==> src/design/word_frequency_counter_defines.svh <==
// Assertion macros for the word frequency counter.
// Included by the RTL files that carry concurrent assertions; no other dependencies.
`ifndef WORD_FREQUENCY_COUNTER_DEFINES_SVH
`define WORD_FREQUENCY_COUNTER_DEFINES_SVH
`ifndef SYNTHESIS
// Checks a property at every rising clock edge outside reset.
`define WFC_ASSERT(lbl, ck, rstn, prop, msg) \
    lbl: assert property (@(posedge ck) disable iff (!rstn) prop) else $error(msg);
// Checks that the consequent holds in the cycle after the antecedent.
`define WFC_ASSERT_NEXT(lbl, ck, rstn, ante, cons, msg) \
    lbl: assert property (@(posedge ck) disable iff (!rstn) ante |=> cons) else $error(msg);
`else
`define WFC_ASSERT(lbl, ck, rstn, prop, msg)
`define WFC_ASSERT_NEXT(lbl, ck, rstn, ante, cons, msg)
`endif
`endif

==> src/design/wfc_pkg.sv <==
// Shared constants, codes, types and character helpers of the word frequency counter.
// Used by wfc_tokenizer and word_frequency_counter; depends on nothing.
package wfc_pkg;

    // Sizing of the word buffer and of the word table.
    localparam int MAX_WORD_LEN = 32;
    localparam int MAX_ENTRIES  = 32;
    localparam int LEN_W        = $clog2(MAX_WORD_LEN + 2);
    localparam int BIDX_W       = (MAX_WORD_LEN > 1) ? $clog2(MAX_WORD_LEN) : 1;
    localparam int EIDX_W       = (MAX_ENTRIES > 1) ? $clog2(MAX_ENTRIES) : 1;
    localparam int USED_W       = $clog2(MAX_ENTRIES + 1);
    localparam int TEXT_DEPTH   = MAX_ENTRIES * MAX_WORD_LEN;
    localparam int TADDR_W      = (TEXT_DEPTH > 1) ? $clog2(TEXT_DEPTH) : 1;
    localparam int COUNT_W      = 16;
    localparam int META_W       = LEN_W + COUNT_W;

    // Tokenizer phases.
    localparam logic [1:0] PH_OUT    = 2'd0;
    localparam logic [1:0] PH_FIRST  = 2'd1;
    localparam logic [1:0] PH_APOS   = 2'd2;
    localparam logic [1:0] PH_SECOND = 2'd3;

    // Status codes.
    localparam logic [1:0] ST_OK   = 2'd0;
    localparam logic [1:0] ST_LONG = 2'd1;
    localparam logic [1:0] ST_FULL = 2'd2;

    // Input modes and result kinds.
    localparam logic MODE_TEXT = 1'b0;
    localparam logic MODE_END  = 1'b1;
    localparam logic KIND_WORD = 1'b0;
    localparam logic KIND_SUM  = 1'b1;

    localparam logic [7:0] CH_APOS = 8'h27;

    // Command from the controller to the tokenizer.
    typedef struct packed {
        logic       accept;
        logic       mode;
        logic [7:0] ch;
    } tok_cmd_t;

    // Word status reported by the tokenizer.
    typedef struct packed {
        logic             fin;
        logic [LEN_W-1:0] len;
    } tok_stat_t;

    function automatic logic is_alnum(input logic [7:0] c);
        is_alnum = (c >= 8'h30 && c <= 8'h39) || (c >= 8'h61 && c <= 8'h7a) ||
                   (c >= 8'h41 && c <= 8'h5a);
    endfunction

    function automatic logic [7:0] to_lower(input logic [7:0] c);
        to_lower = (c >= 8'h41 && c <= 8'h5a) ? (c + 8'd32) : c;
    endfunction

endpackage

==> src/design/wfc_tokenizer.sv <==
// Tokenizer of the word frequency counter: phase, word buffer and word length.
// Depends on wfc_pkg.
module wfc_tokenizer (
    input  logic                      clk,
    input  logic                      rst_n,
    input  wfc_pkg::tok_cmd_t         cmd,
    input  logic [wfc_pkg::BIDX_W-1:0] rd_idx,
    output wfc_pkg::tok_stat_t        stat,
    output logic [7:0]                rd_char
);

    localparam logic [wfc_pkg::LEN_W-1:0] MAXL = wfc_pkg::LEN_W'(wfc_pkg::MAX_WORD_LEN);

    logic [1:0]                 phase_reg, phase_next;
    logic [wfc_pkg::LEN_W-1:0]  len_reg, len_next;
    logic [7:0]                 buf_reg [wfc_pkg::MAX_WORD_LEN];
    logic [wfc_pkg::LEN_W-1:0]  len_a, len_b;
    logic                       an, fin;
    logic [7:0]                 lc, da;
    logic                       wa_use, wb_use;

    // Length after one and after two appends, saturating one past the limit.
    always_comb
    begin
        an    = wfc_pkg::is_alnum(cmd.ch);
        lc    = wfc_pkg::to_lower(cmd.ch);
        len_a = (len_reg <= MAXL) ? len_reg + 1'b1 : len_reg;
        len_b = (len_a <= MAXL) ? len_a + 1'b1 : len_a;
    end

    // Phase transitions and append requests for an accepted transaction.
    always_comb
    begin
        phase_next = phase_reg;
        len_next   = len_reg;
        fin        = 1'b0;
        wa_use     = 1'b0;
        wb_use     = 1'b0;
        da         = lc;
        if (cmd.accept)
        begin
            if (cmd.mode == wfc_pkg::MODE_END)
            begin
                fin        = 1'b1;
                phase_next = wfc_pkg::PH_OUT;
                len_next   = '0;
            end
            else
            begin
                unique case (phase_reg)
                    wfc_pkg::PH_OUT:
                    begin
                        if (an)
                        begin
                            wa_use     = 1'b1;
                            len_next   = len_a;
                            phase_next = wfc_pkg::PH_FIRST;
                        end
                    end
                    wfc_pkg::PH_FIRST:
                    begin
                        if (an)
                        begin
                            wa_use   = 1'b1;
                            len_next = len_a;
                        end
                        else if (cmd.ch == wfc_pkg::CH_APOS)
                        begin
                            phase_next = wfc_pkg::PH_APOS;
                        end
                        else
                        begin
                            fin        = 1'b1;
                            len_next   = '0;
                            phase_next = wfc_pkg::PH_OUT;
                        end
                    end
                    wfc_pkg::PH_APOS:
                    begin
                        if (an)
                        begin
                            wa_use     = 1'b1;
                            wb_use     = 1'b1;
                            da         = wfc_pkg::CH_APOS;
                            len_next   = len_b;
                            phase_next = wfc_pkg::PH_SECOND;
                        end
                        else
                        begin
                            fin        = 1'b1;
                            len_next   = '0;
                            phase_next = wfc_pkg::PH_OUT;
                        end
                    end
                    default:
                    begin
                        if (an)
                        begin
                            wa_use   = 1'b1;
                            len_next = len_a;
                        end
                        else
                        begin
                            fin        = 1'b1;
                            len_next   = '0;
                            phase_next = wfc_pkg::PH_OUT;
                        end
                    end
                endcase
            end
        end
    end

    // Control state.
    always_ff @(posedge clk or negedge rst_n)
    begin
        if (!rst_n)
        begin
            phase_reg <= wfc_pkg::PH_OUT;
            len_reg   <= '0;
        end
        else
        begin
            phase_reg <= phase_next;
            len_reg   <= len_next;
        end
    end

    // Word buffer; characters past the limit are dropped.
    always_ff @(posedge clk)
    begin
        if (wa_use && len_reg < MAXL)
        begin
            buf_reg[len_reg[wfc_pkg::BIDX_W-1:0]] <= da;
        end
        if (wb_use && len_a < MAXL)
        begin
            buf_reg[len_a[wfc_pkg::BIDX_W-1:0]] <= lc;
        end
    end

    assign stat.fin = fin;
    assign stat.len = len_reg;
    assign rd_char  = buf_reg[rd_idx];

endmodule

==> config.mk <==
export PLATFORM = sky130hd
export DESIGN_NAME = wfc_tokenizer
export DESIGN_NICKNAME = d
export VERILOG_FILES = /design/src/design/word_frequency_counter_defines.svh /design/src/design/wfc_pkg.sv /design/src/design/wfc_tokenizer.sv
export SDC_FILE = /design/constraint.sdc
export NUM_CORES = 1
export LEC_CHECK = 0
export BUFFER_PORTS_ARGS = -buffer_cell sky130_fd_sc_hd__buf_2
export CORE_MARGIN = 5
export CORE_UTILIZATION = 40
export DETAILED_ROUTE_END_ITERATION = 10
export GPL_TIMING_DRIVEN = 0
export SYNTH_ARGS = -nofsm -noshare
export SYNTH_HDL_FRONTEND = slang
export SYNTH_SLANG_ARGS = --single-unit
==> constraint.sdc <==
create_clock -name clk -period 4.3 [get_ports clk]
set_input_delay 1.075 -clock clk [delete_from_list [all_inputs] [get_ports clk]]
set_output_delay 1.075 -clock clk [all_outputs]
set_load 0.01 [all_outputs]
Yosys cells after proc, flatten, opt, wreduce, memory -nomap -nowiden
Memory sizes are Yosys's and may differ from the RTL's.
Index checks and enable logic that the tools add are counted.
Operators by class
  equal/unequal tests: 7
  $lt $le $gt $ge: 10
  reduce and logical (&&, ||, !) cells: 10
  add/subtract/negate cells: 3
  muxes and demuxes: 37
Operator list (count)
  6-bit 2-to-1 mux: 8
  8-bit 2-to-1 mux: 5
  6-bit one-hot mux with 3 select lines: 1
  8-bit by 7-bit >= comparator with 1-bit output, second input constant: 2
  8-bit by 7-bit <= comparator with 1-bit output, second input constant: 2
  1-bit 2-to-1 mux: 15
  6-bit by 1-bit adder with 6-bit output, second input constant: 2
  6-bit <= comparator, second input constant: 2
  6-bit < comparator, second input constant: 2
  2-bit 2-to-1 mux: 6
  8-bit by 6-bit adder with 8-bit output, second input constant: 1
  8-bit by 6-bit equality test with 1-bit output, second input constant: 1
  8-bit by 6-bit >= comparator with 1-bit output, second input constant: 1
  8-bit by 6-bit <= comparator with 1-bit output, second input constant: 1
  3-bit inequality test, second input constant: 2
  2-bit one-hot mux with 3 select lines: 1
  1-bit logical AND: 5
  4-bit by 2-bit inequality test with 1-bit output, second input constant: 1
  4-bit inequality test, second input constant: 1
  4-bit AND reduction: 1
  3-bit AND reduction: 1
  2-bit by 1-bit equality test with 1-bit output, second input constant: 1
  2-bit equality test, second input constant: 1
  2-bit zero test: 1
  other kinds (2): 3
Word-level totals
  output and inout bits: 15
  flip-flop bits (word level): 8
  bits of input ports: 17
  memory bits (writable): 256
  logic and storage cells: 70
  memories kept: 1
Memory list
  buf_reg: depth 32, width 8, read ports 1, clocked after Yosys merged registers in 0, wr ports 2, RTL line wfc_tokenizer.sv:16  | logic [7:0] buf_reg [wfc_pkg::MAX_WORD_LEN];

Logic depth before layout (Yosys ltp)
  depth in word-level cells: 11
  depth in mapped cells: 12
  depth with buffers taken out: 8

Least setup slack after synthesis
No wires, ideal clock.
  kind: input to output
  from: input port rd_idx[0] (netlist name)
  to: output port rd_char[0]
  data required time: 3225 ps
  slack: 190 ps
  path buffers: 2
  cell stages on the path: 5
  data arrival time: 3035 ps
  path through: clkbuf_1 buf_2 mux4_2 mux4_2 mux2_2
Between the ends
  word-level cells in the longest chain between the ends: 1
Ends and longest elaborated chain
  start: declaration: RTL line wfc_tokenizer.sv:7  | input logic [wfc_pkg::BIDX_W-1:0] rd_idx,
  memory 32 x 8 bit
  end: declaration: RTL line wfc_tokenizer.sv:9  | output logic [7:0] rd_char
Every way passes these cells.

Worst setup path after layout
  from: input port rd_idx[0] (netlist name)
  to: output port rd_char[4]
The elaborated chain is that of the path after synthesis.

==> load_flow_metrics.sql <==
INSERT INTO impl_metrics (metric_group, metric, value, unit) VALUES
('clocking', 'cts.path.max_buffers', '3', ''),
('grt', 'globalRouteTotalUtil', '21.1', '%'),
('grt', 'grt_pass1_vias', '8439', ''),
('drt', 'drt-initial-drc-count', '905', ''),
('drt', 'wl_per_cell', '26.5', 'microns'),
('logic_synthesis', 'postSynthCellCount', '937', ''),
('placed_design', 'port_buffers', '25', ''),
('worst_hold_path', 'hold_class', 'primary input to asynchronous set/reset pin', ''),
('clocking', 'worst_setup_hold_path_clk_slew', '60', 'ps'),
('logic_synthesis', 'yosysMostFrequentCell', 'sky130_fd_sc_hd__edfxtp_1', ''),
('setup_path', 'worst_ep_arrival_time', '3170', 'ps'),
('floorplanning', 'die_area', '37100', 'sq um'),
('logic_synthesis', 'synth_area_leaders', 'sky130_fd_sc_hd__edfxtp_1 58%, sky130_fd_sc_hd__mux4_2 13%, sky130_fd_sc_hd__nand2b_1 3.3%', ''),
('job', 'max_cap_violations', '0', ''),
('clocking', 'cts_num_sinks', '264', ''),
('logic_synthesis', 'yosys_warnings', '0', ''),
('pwr', 'p_clk_share', '39.0', '%'),
('setup_path', 'ff2ff_setup_slack', '380', 'ps'),
('setup_path', 'reg2reg_to', 'buf_reg[3][5]$_DFFE_PP_', ''),
('setup_path', 'cp-start-kind', 'primary input', ''),
('floorplanning', 'die_h', '193', 'microns'),
('sta', 'final-max-slew-violation-count', '0', ''),
('logic_synthesis', 'post_synthesis_sequential_element_count', '264', ''),
('setup_path', 'critical_path.max_fanout', '10', ''),
('logic_synthesis', 'yosys-top-cells-count', '256 x sky130_fd_sc_hd__edfxtp_1, 80 x sky130_fd_sc_hd__mux4_2, 77 x sky130_fd_sc_hd__nor2_1', ''),
('sta', 'finalClockSkew', '22.7', 'ps'),
('clocking', 'cts.root.buffer_cell', 'sky130_fd_sc_hd__clkbuf_16', ''),
('pwr', 'pwr_density_cell', '389', 'nW/um^2'),
('drt', 'drt_drc_violations_left', '0', ''),
('floorplanning', 'core', '33300', 'sq um'),
('floorplanning', 'ioPinCount', '32', ''),
('clocking', 'cts_htree_levels', '1', ''),
('logic_synthesis', 'synth_top_area_share', '57.6', '%'),
('layout', 'area_growth', '12.1', '%'),
('clocking', 'numCtsBuffers', '29', ''),
('logic_synthesis', 'mappedNetlistNets', '960', ''),
('pwr', 'finalPower', '5830', 'uW'),
('pwr', 'switching_share', '25.6', '%'),
('drt', 'postRouteAntennaNets', '0', ''),
('layout', 'num-nets-final', '1017', ''),
('sta', 'share_of_the_clock_period_used_by_the_worst_path_after_layout', '98.6', '%'),
('logic_synthesis', 'register_area_share_after_synthesis', '59.1', '%'),
('logic_synthesis', 'synthesis.area', '13400', 'sq um'),
('setup_path', 'worstSetupEndpointType', 'primary output', ''),
('floorplanning', 'initial_utilization', '40.1', '%'),
('setup_path', 'worstReg2RegStart', 'len_reg[0]$_DFFE_PN0P_', ''),
('layout', 'layout.cell_area.non_filler', '15000', 'sq um'),
('logic_synthesis', 'dominantRegCellSynth', 'sky130_fd_sc_hd__edfxtp_1', ''),
('setup_path', 'critPathKind', 'primary input to primary output', ''),
('grt', 'grt_antenna_before_repair', '0', ''),
('pwr', 'maximum_vdd_drop', '0.330', 'mV'),
('setup_path', 'worstSetupEndpoint', 'rd_char[4]', ''),
('pwr', 'static-leakage-power', '0.00508', 'uW'),
('drt', 'viasPerCell', '5.79', ''),
('layout', 'largest_register_ffs', '256', ''),
('pwr', 'power.internal', '4340', 'uW'),
('pwr', 'seq_power_share', '49.0', '%'),
('grt', 'grt_max_degree', '16', ''),
('pwr', 'power.net_switching', '1490', 'uW'),
('clocking', 'clk-insertion-delay-late', '570', 'ps'),
('sta', 'finalCriticalPeriod', '4240', 'ps'),
('layout', 'post_route_cells_drive_above_1_share', '23.1', '%'),
('grt', 'global_route.overflow_total', '0', ''),
('run_status', 'outcome', 'complete, no violations', ''),
('sta', 'count_of_endpoints_failing_setup_in_the_final_report', '0', ''),
('sta', 'grt_setup_unrepaired', 'no', ''),
('floorplanning', 'floorplan.rows', '67', ''),
('logic_synthesis', 'post_synth_num_cell_types', '72', ''),
('placed_design', 'hpwl', '27000', 'microns'),
('sta', 'worst_slew_slack_as_a_fraction_of_its_limit', '16.3', '%'),
('setup_path', 'ff2ff_path_depth', '9', '');
through the flow:
stage          std cells  hold WS, ps  util, %  setup TNS, ps  setup WS, ps
2_1_floorplan        937          664        -              0           190
6_report            1463          351     45.0              0          58.7
5_1_grt             1461          353     45.0              0          19.4
3_5_place_dp        1410          731     42.2          -5360          -558
3_3_place_gp        1410          733     42.2          -5250          -559
4_1_cts             1460          341     44.9              0          19.4
cell usage in the layout (no fill, tap or decap), drive strengths merged, types with 3 or more instances in the layout:
cell	n
a21o	17
a21oi	40
a22o	12
a2bb2o	7
a32o	5
and2	37
buf	62
clkbuf	70
clkinv	10
dfrtp	8
edfxtp	256
ha	6
inv	16
mux2	8
mux2i	4
mux4	80
nand2	34
nand2b	71
nand3	8
nand4	5
nand4b	3
nor2	82
nor2b	34
nor3	8
nor4	5
o21ai	10
o221ai	3
o22ai	14
o2bb2ai	6
or2	50
or4	4
xnor2	5
critical path, stage by stage:
cell and delay, ps:
sky130_fd_sc_hd__clkbuf_4 280, sky130_fd_sc_hd__buf_8 220, sky130_fd_sc_hd__mux4_2 600, sky130_fd_sc_hd__mux4_2 530, sky130_fd_sc_hd__mux2_2 300, sky130_fd_sc_hd__buf_2 140
per-layer routing:
layer,share of wire [%],vias to the layer above,GRT usage [%]
li1,-,3691,-
met1,43,4369,31.2
met2,46,350,32.5
met3,7.0,63,2.62
met4,3.6,0,7.08
met5,0,-,0
repair_timing:
| item | in CTS | in global routing |
|---|---|---|
| pin swaps | 0 | 1 |
| setup buffers | 0 | 1 |
| gates resized for setup | 22 | 7 |
| hold buffers | 0 | 0 |
| setup endpoints to repair | 9 | 23 |
cell families (layout without fill, tap and decap cells):
family	count (synthesis)	after routing	synth area share [%]
flip-flops	264	264	59.1
multiplexers	92	92	14.5
AND/OR/NAND/NOR	349	349	14.7
AO/OA/AOI/OAI	135	135	7.89
other	0	2	0
adder cells (fa/ha/maj)	6	6	0.562
XOR/XNOR	7	7	0.571
buffers and inverters	84	160	2.81
area by class of cell:
type / count / area (sq um)
clock inverters: 13 / 83.8
well taps: 448 / 561
repair buffers: 26 / 133
flip-flops and latches: 264 / 7890
diodes: 2 / 5.00
clock buffers: 37 / 756
plain buffers: 70 / 392
fillers: 2989 / 18300
inverters: 14 / 52.6
multi-input cells: 589 / 5110
power by group through the flow:
stage / clock [uW] / combinational [uW] / sequential [uW]
after floorplan: 0 / 456 / 2910
after global placement: 0 / 673 / 2910
after detailed placement: 0 / 681 / 2910
after CTS: 2290 / 689 / 2850
after global routing: 2390 / 757 / 2850
final: 2270 / 704 / 2850
worst min path at each step:
stage / startpoint / to / slack (ps) / cells after the start
floorplan: len_reg[1]$_DFFE_PN0P_ / len_reg[1]$_DFFE_PN0P_ / 660 / 1
global placement: len_reg[1]$_DFFE_PN0P_ / len_reg[1]$_DFFE_PN0P_ / 730 / 1
detailed placement: len_reg[1]$_DFFE_PN0P_ / len_reg[1]$_DFFE_PN0P_ / 730 / 1
CTS: rst_n / len_reg[1]$_DFFE_PN0P_ / 340 / 1
global route: rst_n / len_reg[1]$_DFFE_PN0P_ / 350 / 1
finish: rst_n / len_reg[1]$_DFFE_PN0P_ / 350 / 1
Power figures use the tool's default switching activity.
