[config.mk]
export PLATFORM = sky130hd
export DESIGN_NAME = wfc_ram
export DESIGN_NICKNAME = d
export VERILOG_FILES = /design/src/design/word_frequency_counter_defines.svh /design/src/design/wfc_ram.sv
export SDC_FILE = /design/constraint.sdc
export NUM_CORES = 1
export LEC_CHECK = 0
export BUFFER_PORTS_ARGS = -buffer_cell sky130_fd_sc_hd__buf_4
export CORE_MARGIN = 2
export CORE_UTILIZATION = 50
export CTS_BUF_LIST = sky130_fd_sc_hd__clkbuf_16
export DETAILED_ROUTE_END_ITERATION = 7
export PLACE_DENSITY = 0.66
export SLEW_MARGIN = 20
export SYNTH_ARGS = -nofsm -noshare
export SYNTH_HDL_FRONTEND = slang
export SYNTH_SLANG_ARGS = --single-unit
[constraint.sdc]
create_clock -name clk -period 6.15 [get_ports clk]
set_clock_uncertainty 0.05 [all_clocks]
set_input_delay 1.23 -clock clk [delete_from_list [all_inputs] [get_ports clk]]
set_output_delay 1.23 -clock clk [all_outputs]
set_load 0.005 [all_outputs]
[src/design/word_frequency_counter_defines.svh]
// Assertion macros for the word frequency counter.
// Included by the RTL files that carry concurrent assertions; no other dependencies.
`ifndef WORD_FREQUENCY_COUNTER_DEFINES_SVH
`define WORD_FREQUENCY_COUNTER_DEFINES_SVH
`ifndef SYNTHESIS
// Checks a property at every rising clock edge outside reset.
`define WFC_ASSERT(lbl, ck, rstn, prop, msg) \
    lbl: assert property (@(posedge ck) disable iff (!rstn) prop) else $error(msg);
// Checks that the consequent holds in the cycle after the antecedent.
`define WFC_ASSERT_NEXT(lbl, ck, rstn, ante, cons, msg) \
    lbl: assert property (@(posedge ck) disable iff (!rstn) ante |=> cons) else $error(msg);
`else
`define WFC_ASSERT(lbl, ck, rstn, prop, msg)
`define WFC_ASSERT_NEXT(lbl, ck, rstn, ante, cons, msg)
`endif
`endif

[src/design/wfc_ram.sv]
// Generic single-port-write, single-port-read synchronous RAM with registered read data.
// Depends on nothing.
module wfc_ram #(
    parameter int DEPTH = 32,
    parameter int WIDTH = 8,
    parameter int AW    = (DEPTH > 1) ? $clog2(DEPTH) : 1
) (
    input  logic             clk,
    input  logic             we,
    input  logic [AW-1:0]    waddr,
    input  logic [WIDTH-1:0] wdata,
    input  logic             re,
    input  logic [AW-1:0]    raddr,
    output logic [WIDTH-1:0] rdata
);

    logic [WIDTH-1:0] mem [DEPTH];

    // Write, and read with registered read data.
    always_ff @(posedge clk)
    begin
        if (we)
        begin
            mem[waddr] <= wdata;
        end
        if (re)
        begin
            rdata <= mem[raddr];
        end
    end

endmodule

Word level (Yosys, flattened, before mapping)
Memories as Yosys holds them, arrays and structs flattened. A register that Yosys moved wholly into a read port is not among the register bits. Cells that the tools add are included.

Memory bits (writable): 256. Input port bits: 21. Memories kept: 1. Output and inout port bits: 8. Register bits: 0.

Memories: mem (words 32, width 8, rd ports 1, clocked after memory_dff 1, write ports 1, line wfc_ram.sv:17) `logic [WIDTH-1:0] mem [DEPTH];`.

Mux-type cells: 2.

Operators with widths (count): two-way mux 1 bit (2).

Longest topological paths before layout
Gate-level depths: netlist of run 1.

Word-level depth: 2. Mapped depth: 5. Depth with buffers taken out: 3.

Least setup slack after synthesis of run 1
No wires, ideal clock.

Path type: input port to flip-flop. Start: in raddr[2]. End: reg rdata[0] (read register of mem), data pin. Stages on the path: 5. Arrival time: 2.912 ns. Required time: 5.840 ns. Setup slack: 2.928 ns. Library setup time: 0.260 ns. Buffers on the path: 2. Path through: clkbuf_1 clkbuf_1 mux4_2 mux4_2 mux2_2.

RTL lines: from (decl) (line wfc_ram.sv:13) `input logic [AW-1:0] raddr,`; to (decl) (line wfc_ram.sv:14) `output logic [WIDTH-1:0] rdata`.

==> results of run 1 <==
[metal layers]
| metal | vias to the layer above | wire (um) |
|---|---|---|
| met5 | - | 0 |
| met4 | 0 | 326 |
| met3 | 29 | 1234 |
| met2 | 160 | 10130 |
| met1 | 2430 | 8813 |
| li1 | 1861 | - |
[layout make-up]
| cell class | count | area (um^2) | share of cell area [%] |
|---|---|---|---|
| Multi-Input combinational cell | 133 | 2102 | 18.41 |
| Clock buffer | 27 | 675.6 | 5.918 |
| Tap cell | 270 | 337.8 | 2.959 |
| Sequential cell | 264 | 7928 | 69.44 |
| Clock inverter | 21 | 147.6 | 1.293 |
| Timing Repair Buffer | 30 | 225.2 | 1.973 |
[worst max-delay path by stage]
stage / cells after the start / start / slack, ns / end
after floorplan: 5 / raddr[2] / 2.93 / rdata[0]
after global placement: 5 / raddr[0] / 2.13 / rdata[2]
after detailed placement: 5 / raddr[0] / 2.13 / rdata[2]
after CTS: 5 / raddr[0] / 2.65 / rdata[2]
after global routing: 5 / raddr[0] / 2.58 / rdata[2]
final: 5 / raddr[0] / 2.74 / rdata[2]
[synthesized netlist by cell type]
| cell | instances | area (um^2) |
|---|---|---|
| clkbuf_1 | 6 | 22.52 |
| nand2_1 | 1 | 3.750 |
| nor2_1 | 33 | 123.9 |
| mux4_2 | 80 | 1802 |
| nand3b_1 | 5 | 37.54 |
| buf_1 | 6 | 22.52 |
| or3b_2 | 3 | 26.28 |
| buf_2 | 1 | 5.000 |
| mux2_2 | 8 | 90.09 |
| or3_1 | 1 | 6.260 |
| buf_4 | 6 | 45.04 |
| nand3_1 | 2 | 10.01 |
| buf_6 | 1 | 11.26 |
| edfxtp_1 | 264 | 7928 |
[sequential cells by signal (all words and copies together), names as in the netlist]
signal and flops:
mem 256, rdata 8
[kinds of logic (layout without fill, tap and decap cells)]
| group | after synthesis | after routing | synth area share [%] |
|---|---|---|---|
| buffers and inverters | 20 | 78 | 1.049 |
| flip-flops | 264 | 264 | 78.23 |
| multiplexers | 88 | 88 | 18.67 |
| AND/OR/NAND/NOR | 45 | 45 | 2.050 |
[through the flow]
step                hold slack, ns  std cells  power (uW)
global route                0.9540        745        3832
finish                      0.9321        745        3724
floorplan                   0.8906        417        2158
global placement            0.9075        697        2237
detailed placement          0.9127        697        2242
CTS                         0.9364        745        3749
[tightest hold or removal path, cell delays in order, from the launching register on]
cell and delay [ns]:
edfxtp_1 0.31, mux4_2 0.22, mux4_2 0.22, mux2_2 0.13
[power by group through the flow]
| stage | sequential (uW) | combinational [uW] | clock (uW) |
|---|---|---|---|
| floorplan | 2050 | 107 | 0 |
| global placement | 2050 | 183 | 0 |
| detailed placement | 2060 | 187 | 0 |
| CTS | 2020 | 187 | 1550 |
| global route | 2020 | 197 | 1620 |
| finish | 2020 | 184 | 1520 |
[cell usage in the layout (no fill, tap or decap), drive strengths merged]
cell and count:
nand3b 5, buf 30, clkinv 14, mux4 80
nand3 2, nand2 1, clkinvlp 1, nor2 33
clkbuf 27, inv 4, or3b 3, mux2 8
edfxtp 264, or3 1, bufinv 2
==> impl_metrics.yaml, run 1 <==
status:
  status: "completed"
clock_network:
  cts_tree: "yes"
  cts_resized: 0
  clock-sinks: 264
  cts_setup_buffers: 0
  cts_max_level: 1
  clock-root-buffer: "clkbuf_16"
  path_clk_slew_ns: 0.06
  ctsHoldBuffers: 0
  clockBufferDepth: 3
  clkLatencyLatePin_ns: 0.53
  cts_buffers: 26
min_path:
  hold-path-endpoint: "rdata[1]"
  hold_class: "reg2reg"
  min_from: "mem[29][1]"
  min_path_cells: 3
critical_path:
  required_ns: 6.37
  cp_max_fo: 42
  crit_family: "multiplexers"
  crit-reg2reg-capture: "rdata[1]"
  arrival_ns: 3.64
  r2r.worst_path.cells: 3
  setup.worst_path.start_class: "input pin"
  r2r_setup_slack_ns: 4.14
  cp_cell_sequence: "buf_4, buf_4, mux4_2, mux4_2, mux2_2"
  critical_path_class: "in2reg"
  r2r-start: "mem[21][1]"
  cpMaxStageDelayCell: "buf_4"
  cp_num_buf_inv: 2
  cp-end-kind: "register"
  critPathMaxStageDelay_ns: 0.64
timing:
  final.setup.tns_ns: 0
  drv_slew: 0
  fmax_mhz: 292.9
  layout_setup_ws_ns: 2.735
  timing.final.crit_share_pct: 55.52
  period_minus_slack_ns: 3.415
  rsz0062_at_grt: "no"
  setup_viol: 0
  tightest_slew_ns: 1.129
  finalHoldViolations: 0
  relSlewSlack_pct: 24.45
logic_synthesis:
  synth_area_mm2: 0.01013
  seq_area_frac_synth_pct: 78.23
  yosysUniqueCellTypes: 14
  syn_inst: 417
  syn_nets: 438
  ys_ff_latch: 264
  avgSynthCellArea_um2: 24.30
  ys.warnings.count: 0
place:
  dp.final_hpwl_um: 12310
  io_buffers: 28
  gp_congestion: 0.7724
  dp_slack_ns: 2.130
  postPlaceCellArea_mm2: 0.01059
routing:
  detail-route-antenna-nets: 0
  drt_pre_antenna_iters: 5
  wire_per_inst_um: 27.52
  drc: 0
  vias_per_cell: 6.013
  wl_um: 20500
  drtIter0Drc: 460
  vias: 4480
power:
  seq_power_share_pct: 54.1
  switchingPower_uw: 755.7
  comb_power_share_pct: 4.9
  peakVddDrop_mv: 0.1838
  power_density_mw_per_mm2: 326.2
  power_frac_clock_pct: 40.9
  p_int_uw: 2969
  swShare_pct: 20.29
  leakage_uw: 0.003539
floorplan:
  core_region_area_mm2: 0.02004
  io_pins: 29
  fp.dieH_um: 146.4
  dieArea_mm2: 0.02142
  start_util_pct: 50.57
  die_x_um: 146.4
  num_rows: 52
grt:
  overflow: 0
  grt_use_met3_pct: 2.969
  use_met2_pct: 31.89
  use_met1_pct: 28.96
  grt_max_degree: 65
  grt_pass1_vias: 4610
  top_usage_layer: "met2"
  grt_pass1_wl_um: 30420
  antenna_found_initial: 1
  track_usage_pct: 19.64
layout:
  nFillCells: 1487
  n_antenna_cell: 0
  nets: 476
  fin_util_pct: 56.97
  layout-drive-gt1-share_pct: 33.47
  stdcell_area_mm2: 0.01142
  area_growth_pct: 12.66
run:
  drv_cap: 0
(Power assumes the default switching activity.)
==> run 2, diff against run 1 <==
--- a/config.mk
+++ b/config.mk
@@ -10,7 +10,7 @@
 export CORE_UTILIZATION = 50
 export CTS_BUF_LIST = sky130_fd_sc_hd__clkbuf_16
 export DETAILED_ROUTE_END_ITERATION = 7
-export PLACE_DENSITY = 0.66
+export PLACE_DENSITY = 0.69
 export SLEW_MARGIN = 20
 export SYNTH_ARGS = -nofsm -noshare
 export SYNTH_HDL_FRONTEND = slang
==> constraint.sdc (replaced) <==
create_clock -name clk -period 2.9 [get_ports clk]
set_clock_uncertainty 0.05 [all_clocks]
set_input_delay 0.58 -clock clk [delete_from_list [all_inputs] [get_ports clk]]
set_output_delay 0.58 -clock clk [all_outputs]
set_load 0.005 [all_outputs]
==> impl_metrics.yaml, run 2 (synthesized netlist as in run 1, its figures left out) <==
grt:
  grt_pass1_wl_um: 31200
  grt_pass1_vias: 4792
  antenna_found_initial: 1
  overflow: 0
  grt_max_degree: 33
  track_usage_pct: 20.10
timing:
  period_minus_slack_ns: 2.303
  drv_slew: 0
  setup_viol: 0
  fmax_mhz: 434.1
  relSlewSlack_pct: 74.00
  tightest_slew_ns: 0.3888
  layout_setup_ws_ns: 0.5966
  final.setup.tns_ns: 0
  rsz0062_at_grt: "no"
  timing.final.crit_share_pct: 79.43
  finalHoldViolations: 0
clock_network:
  cts_max_level: 1
  clock-root-buffer: "clkbuf_16"
  clockBufferDepth: 3
  cts_setup_buffers: 0
  clock-sinks: 264
  path_clk_slew_ns: 0.06
  ctsHoldBuffers: 0
  clkLatencyLatePin_ns: 0.53
  cts_buffers: 26
  cts_resized: 0
  cts_tree: "yes"
layout:
  nets: 516
  layout-drive-gt1-share_pct: 37.89
  top_register: "mem"
  final_common_cell: "edfxtp_1"
  n_antenna_cell: 0
  area_growth_pct: 15.73
  largest_register_ffs: 256
  top_regs: "mem (256), rdata (8)"
  fin_util_pct: 58.52
  mostFrequentLayoutCells: "edfxtp_1, mux4_2, buf_4, nor2_1, clkbuf_16"
floorplan:
  dieArea_mm2: 0.02142
  fp.dieH_um: 146.4
  core_region_area_mm2: 0.02004
  io_pins: 29
  num_rows: 52
  start_util_pct: 50.57
  die_x_um: 146.4
critical_path:
  cp_max_fo: 23
  crit_top_cell: "mux4_2"
  critPathMaxStageDelay_ns: 0.59
  arrival_ns: 2.51
  crit_family: "multiplexers"
  cp_num_cells: 5
  r2r.worst_path.cells: 3
  setup.worst_path.start_class: "input pin"
  cp_cell_sequence: "buf_4, buf_12, mux4_2, mux4_2, mux2_2"
  critical_path_class: "in2reg"
  cp_num_buf_inv: 2
  required_ns: 3.11
  cpMaxStageDelayCell: "mux4_2"
  cp-end-kind: "register"
routing:
  wire_per_inst_um: 26.24
  drc: 0
  vias: 4532
  drt_pre_antenna_iters: 4
  drtIter0Drc: 466
  vias_per_cell: 5.795
  wl_um: 20520
  detail-route-antenna-nets: 0
min_path:
  min_path_cells: 1
  hold_class: "in2reg"
run:
  drv_cap: 0
power:
  peakVddDrop_mv: 0.3980
  leakage_uw: 0.003762
  fin_total_pwr_uw: 7820
  power_density_mw_per_mm2: 666.8
place:
  dp_slack_ns: 0.07294
  dp.final_hpwl_um: 13430
  io_buffers: 28
  gp_congestion: 0.7718
status:
  status: "completed"
## run 2: path summary, 6_finish.rpt
path | slack [ns] | from | endpoint
worst min register to register | 0.93 | mem[12][4] | rdata[4]
worst min-delay path | 0.34 | re | rdata[3]
worst max-delay path | 0.60 | raddr[0] | rdata[2]
worst max register to register | 0.86 | mem[21][2] | rdata[2]
## run 2: per-layer routing
metal | GRT usage (%) | routed length (um) | vias up
met4 | 6.165 | 560 | 0
met1 | 29.14 | 8403 | 2432
met2 | 32.45 | 10120 | 138
met3 | 2.938 | 1438 | 23
met5 | 0 | 0 | -
li1 | - | - | 1939
## run 2: metrics by stage
stage,instances,hold WS [ns],area (um^2)
floorplan,417,0.6289,10130
global placement,737,0.8674,10930
detailed placement,737,0.8648,10930
CTS,782,0.3178,11730
global route,782,0.3101,11730
finish,782,0.3422,11730
## run 2: cell type report
type	instances	area, um^2
fillers	1457	8312
flip-flops and latches	264	7928
multi-input cells	133	2100
clock buffers	26	650.6
repair buffers	70	563.0
well taps	270	337.8
clock inverters	19	148.9
## run 2: power by group
group | internal, uW | total, uW | switching [uW]
Clock | 1800 | 3140 | 1330
Combinational | 193 | 409 | 216
Sequential | 4260 | 4270 | 16.5
Total | 6260 | 7820 | 1560
==> run 3, diff against run 2 <==
--- a/config.mk
+++ b/config.mk
@@ -5,6 +5,7 @@
 export SDC_FILE = /design/constraint.sdc
 export NUM_CORES = 1
 export LEC_CHECK = 0
+export ABC_AREA = 1
 export BUFFER_PORTS_ARGS = -buffer_cell sky130_fd_sc_hd__buf_4
 export CORE_MARGIN = 2
 export CORE_UTILIZATION = 50
==> constraint.sdc (replaced) <==
create_clock -name clk -period 2.1 [get_ports clk]
set_clock_uncertainty 0.05 [all_clocks]
set_input_delay 0.42 -clock clk [delete_from_list [all_inputs] [get_ports clk]]
set_output_delay 0.42 -clock clk [all_outputs]
set_load 0.005 [all_outputs]
==> impl_metrics.yaml, run 3 <==
critical_path:
  critical_path_class: "reg2out"
  cp_max_fo: 1
  cp-end-kind: "primary output"
  r2r.worst_path.cells: 8
  cpMaxStageDelayCell: "edfxtp_1"
  r2r-start: "mem[1][5]"
  setup.worst_path.start_class: "register"
  crit_family: "flip-flops"
  required_ns: 1.63
  crit-reg2reg-capture: "rdata[5]"
  r2r_setup_slack_ns: 0.79
  cp_num_cells: 1
  arrival_ns: 1.15
  cp_cell_sequence: "buf_4"
  critPathMaxStageDelay_ns: 0.45
  cp_num_buf_inv: 1
clock_network:
  cts_tree: "yes"
  cts_buffers: 26
  ctsHoldBuffers: 0
  clock-sinks: 264
  cts_resized: 0
  clkLatencyLatePin_ns: 0.53
  cts_setup_buffers: 0
  cts_max_level: 1
  clockBufferDepth: 3
  clock-root-buffer: "clkbuf_16"
  path_clk_slew_ns: 0.06
logic_synthesis:
  ys_ff_latch: 264
  synth_area_mm2: 0.01087
  synthAdderAreaFrac_pct: 0
  synth_edf_count: 264
  avgSynthCellArea_um2: 11.79
  ys.flop_type: "edfxtp_1"
  syn_nets: 943
  syn_inst: 922
  synth_common_cells: "nand2_1, edfxtp_1, nand3_1"
  synth_top_family_by_area: "simple AND/OR/NAND/NOR gates"
  async_flop_share_pct: 0
  seq_area_frac_synth_pct: 72.95
  yosysTopAreaCellShare_pct: 72.95
  yosysUniqueCellTypes: 11
  yosys.area.top_type: "edfxtp_1"
  synth_compound_area_share_pct: 0
  synthTopCellsByArea: "edfxtp_1, nand2_1, nand3_1"
  yosys.area_share.simple_pct: 22.94
  synth_mux_area_share_pct: 0
  yosysMostFrequentCell: "nand2_1"
  synth_xor_area_share_pct: 0
  ys.warnings.count: 0
power:
  p_int_uw: 8669
  seq_power_share_pct: 53.2
  comb_power_share_pct: 6.5
  power_density_mw_per_mm2: 900.4
  power_frac_clock_pct: 40.3
  swShare_pct: 21.87
  peakVddDrop_mv: 0.7230
  switchingPower_uw: 2427
  leakage_uw: 0.004652
place:
  io_buffers: 28
  gp_congestion: 0.8150
  dp.final_hpwl_um: 14800
  placed_cells: 1224
floorplan:
  fp.dieH_um: 151.4
  core_region_area_mm2: 0.02115
  start_util_pct: 51.37
  num_rows: 53
  io_pins: 29
  dieArea_mm2: 0.02293
  die_x_um: 151.4
min_path:
  hold-path-endpoint: "rdata[7]"
  hold_class: "in2reg"
  min_path_cells: 1
  min_from: "re"
status:
  status: "completed"
timing:
  timing.final.crit_share_pct: 77.22
  period_minus_slack_ns: 1.622
  rsz0062_at_grt: "no"
  fmax_mhz: 616.7
  relSlewSlack_pct: 70.21
  setup_viol: 0
  final.setup.tns_ns: 0
  finalHoldViolations: 0
  tightest_slew_ns: 0.4464
  drv_slew: 0
routing:
  detail-route-antenna-nets: 0
  wl_um: 25060
  wire_per_inst_um: 19.70
  drc: 0
  vias: 7120
  drt_pre_antenna_iters: 6
  drtIter0Drc: 792
  vias_per_cell: 5.597
layout:
  top_register: "mem"
  nets: 998
  final_cells: 1272
  final_common_cell: "nand2_1"
  top_regs: "mem (256), rdata (8)"
  n_antenna_cell: 0
  mostFrequentLayoutCells: "nand2_1, edfxtp_1, nand3_1, buf_4, nor2_1"
  largest_register_ffs: 256
  layout-drive-gt1-share_pct: 12.04
  area_growth_pct: 13.40
grt:
  grt_max_degree: 51
  grt_pass1_vias: 6807
  overflow: 0
  grt_pass1_wl_um: 38940
  antenna_found_initial: 0
  track_usage_pct: 22.83
run:
  drv_cap: 0
==> run 3: changes by cell type after synthesis, sizes merged, moves of 8 or more <==
cell,change
buf,+31
inv,+10
mux2,-8
mux4,-80
nand2,+359
nand3,+202
==> run 3: layout make-up <==
type                            instances  area (um^2)
Inverter                               10        38.79
Clock buffer                           27        675.6
Multi-Input combinational cell        596         2492
Sequential cell                       264         7928
Tap cell                              275        344.1
Timing Repair Buffer                   79        693.2
Fill cell                            1715         8831
Clock inverter                         21        151.4
==> run 3: power groups by stage <==
stage          sequential (uW)  clock, uW  combinational, uW
2_1_floorplan             6010          0                422
4_1_cts                   5900       4520                727
3_5_place_dp              6020          0                721
3_3_place_gp              6020          0                712
6_report                  5910       4470                723
5_1_grt                   5910       4740                803
==> run 3: routing by layer <==
layer	wire length, um	global-route usage [%]	share of wire [%]
met3	2247	4.036	9.0
met4	523	6.963	2.1
met1	10690	33.75	43
met2	11600	34.93	46
met5	0	0	0
==> run 3: worst max-delay path by stage <==
stage	start	endpoint
final	rdata[0]	rdata[0]
after global routing	rdata[0]	rdata[0]
after CTS	rdata[0]	rdata[0]
after detailed placement	raddr[0]	rdata[7]
after global placement	raddr[0]	rdata[7]
after floorplan	waddr[0]	mem[0][0]
==> run 3: worst register-to-register path, stage by stage (launching register included) <==
cell and delay [ns]:
edfxtp_1 0.36, nand2_1 0.08, nand3_1 0.10, nand3_1 0.14, nand2_1 0.10, nand2_1 0.08, nand2_1 0.06, nand2_1 0.05
nand2_1 0.05
==> run 3: per-stage QoR <==
stage          util [%]  instance area, um^2  worst slack (ns)  total power, uW  hold slack (ns)
2_1_floorplan         -                10870            0.5960             6430           0.4689
3_3_place_gp      54.34                11500            0.2105             6728           0.6877
3_5_place_dp      54.34                11500            0.2088             6738           0.6870
4_1_cts           58.25                12320            0.4816            11150           0.1418
5_1_grt           58.25                12320            0.4698            11450           0.1533
6_report          58.25                12320            0.4784            11100           0.1531
==> run 3: kinds of logic (layout without fill, tap and decap cells) <==
logic type / Yosys count / after routing
buf+inv: 62 / 137
flops: 264 / 264
simple gates: 596 / 596
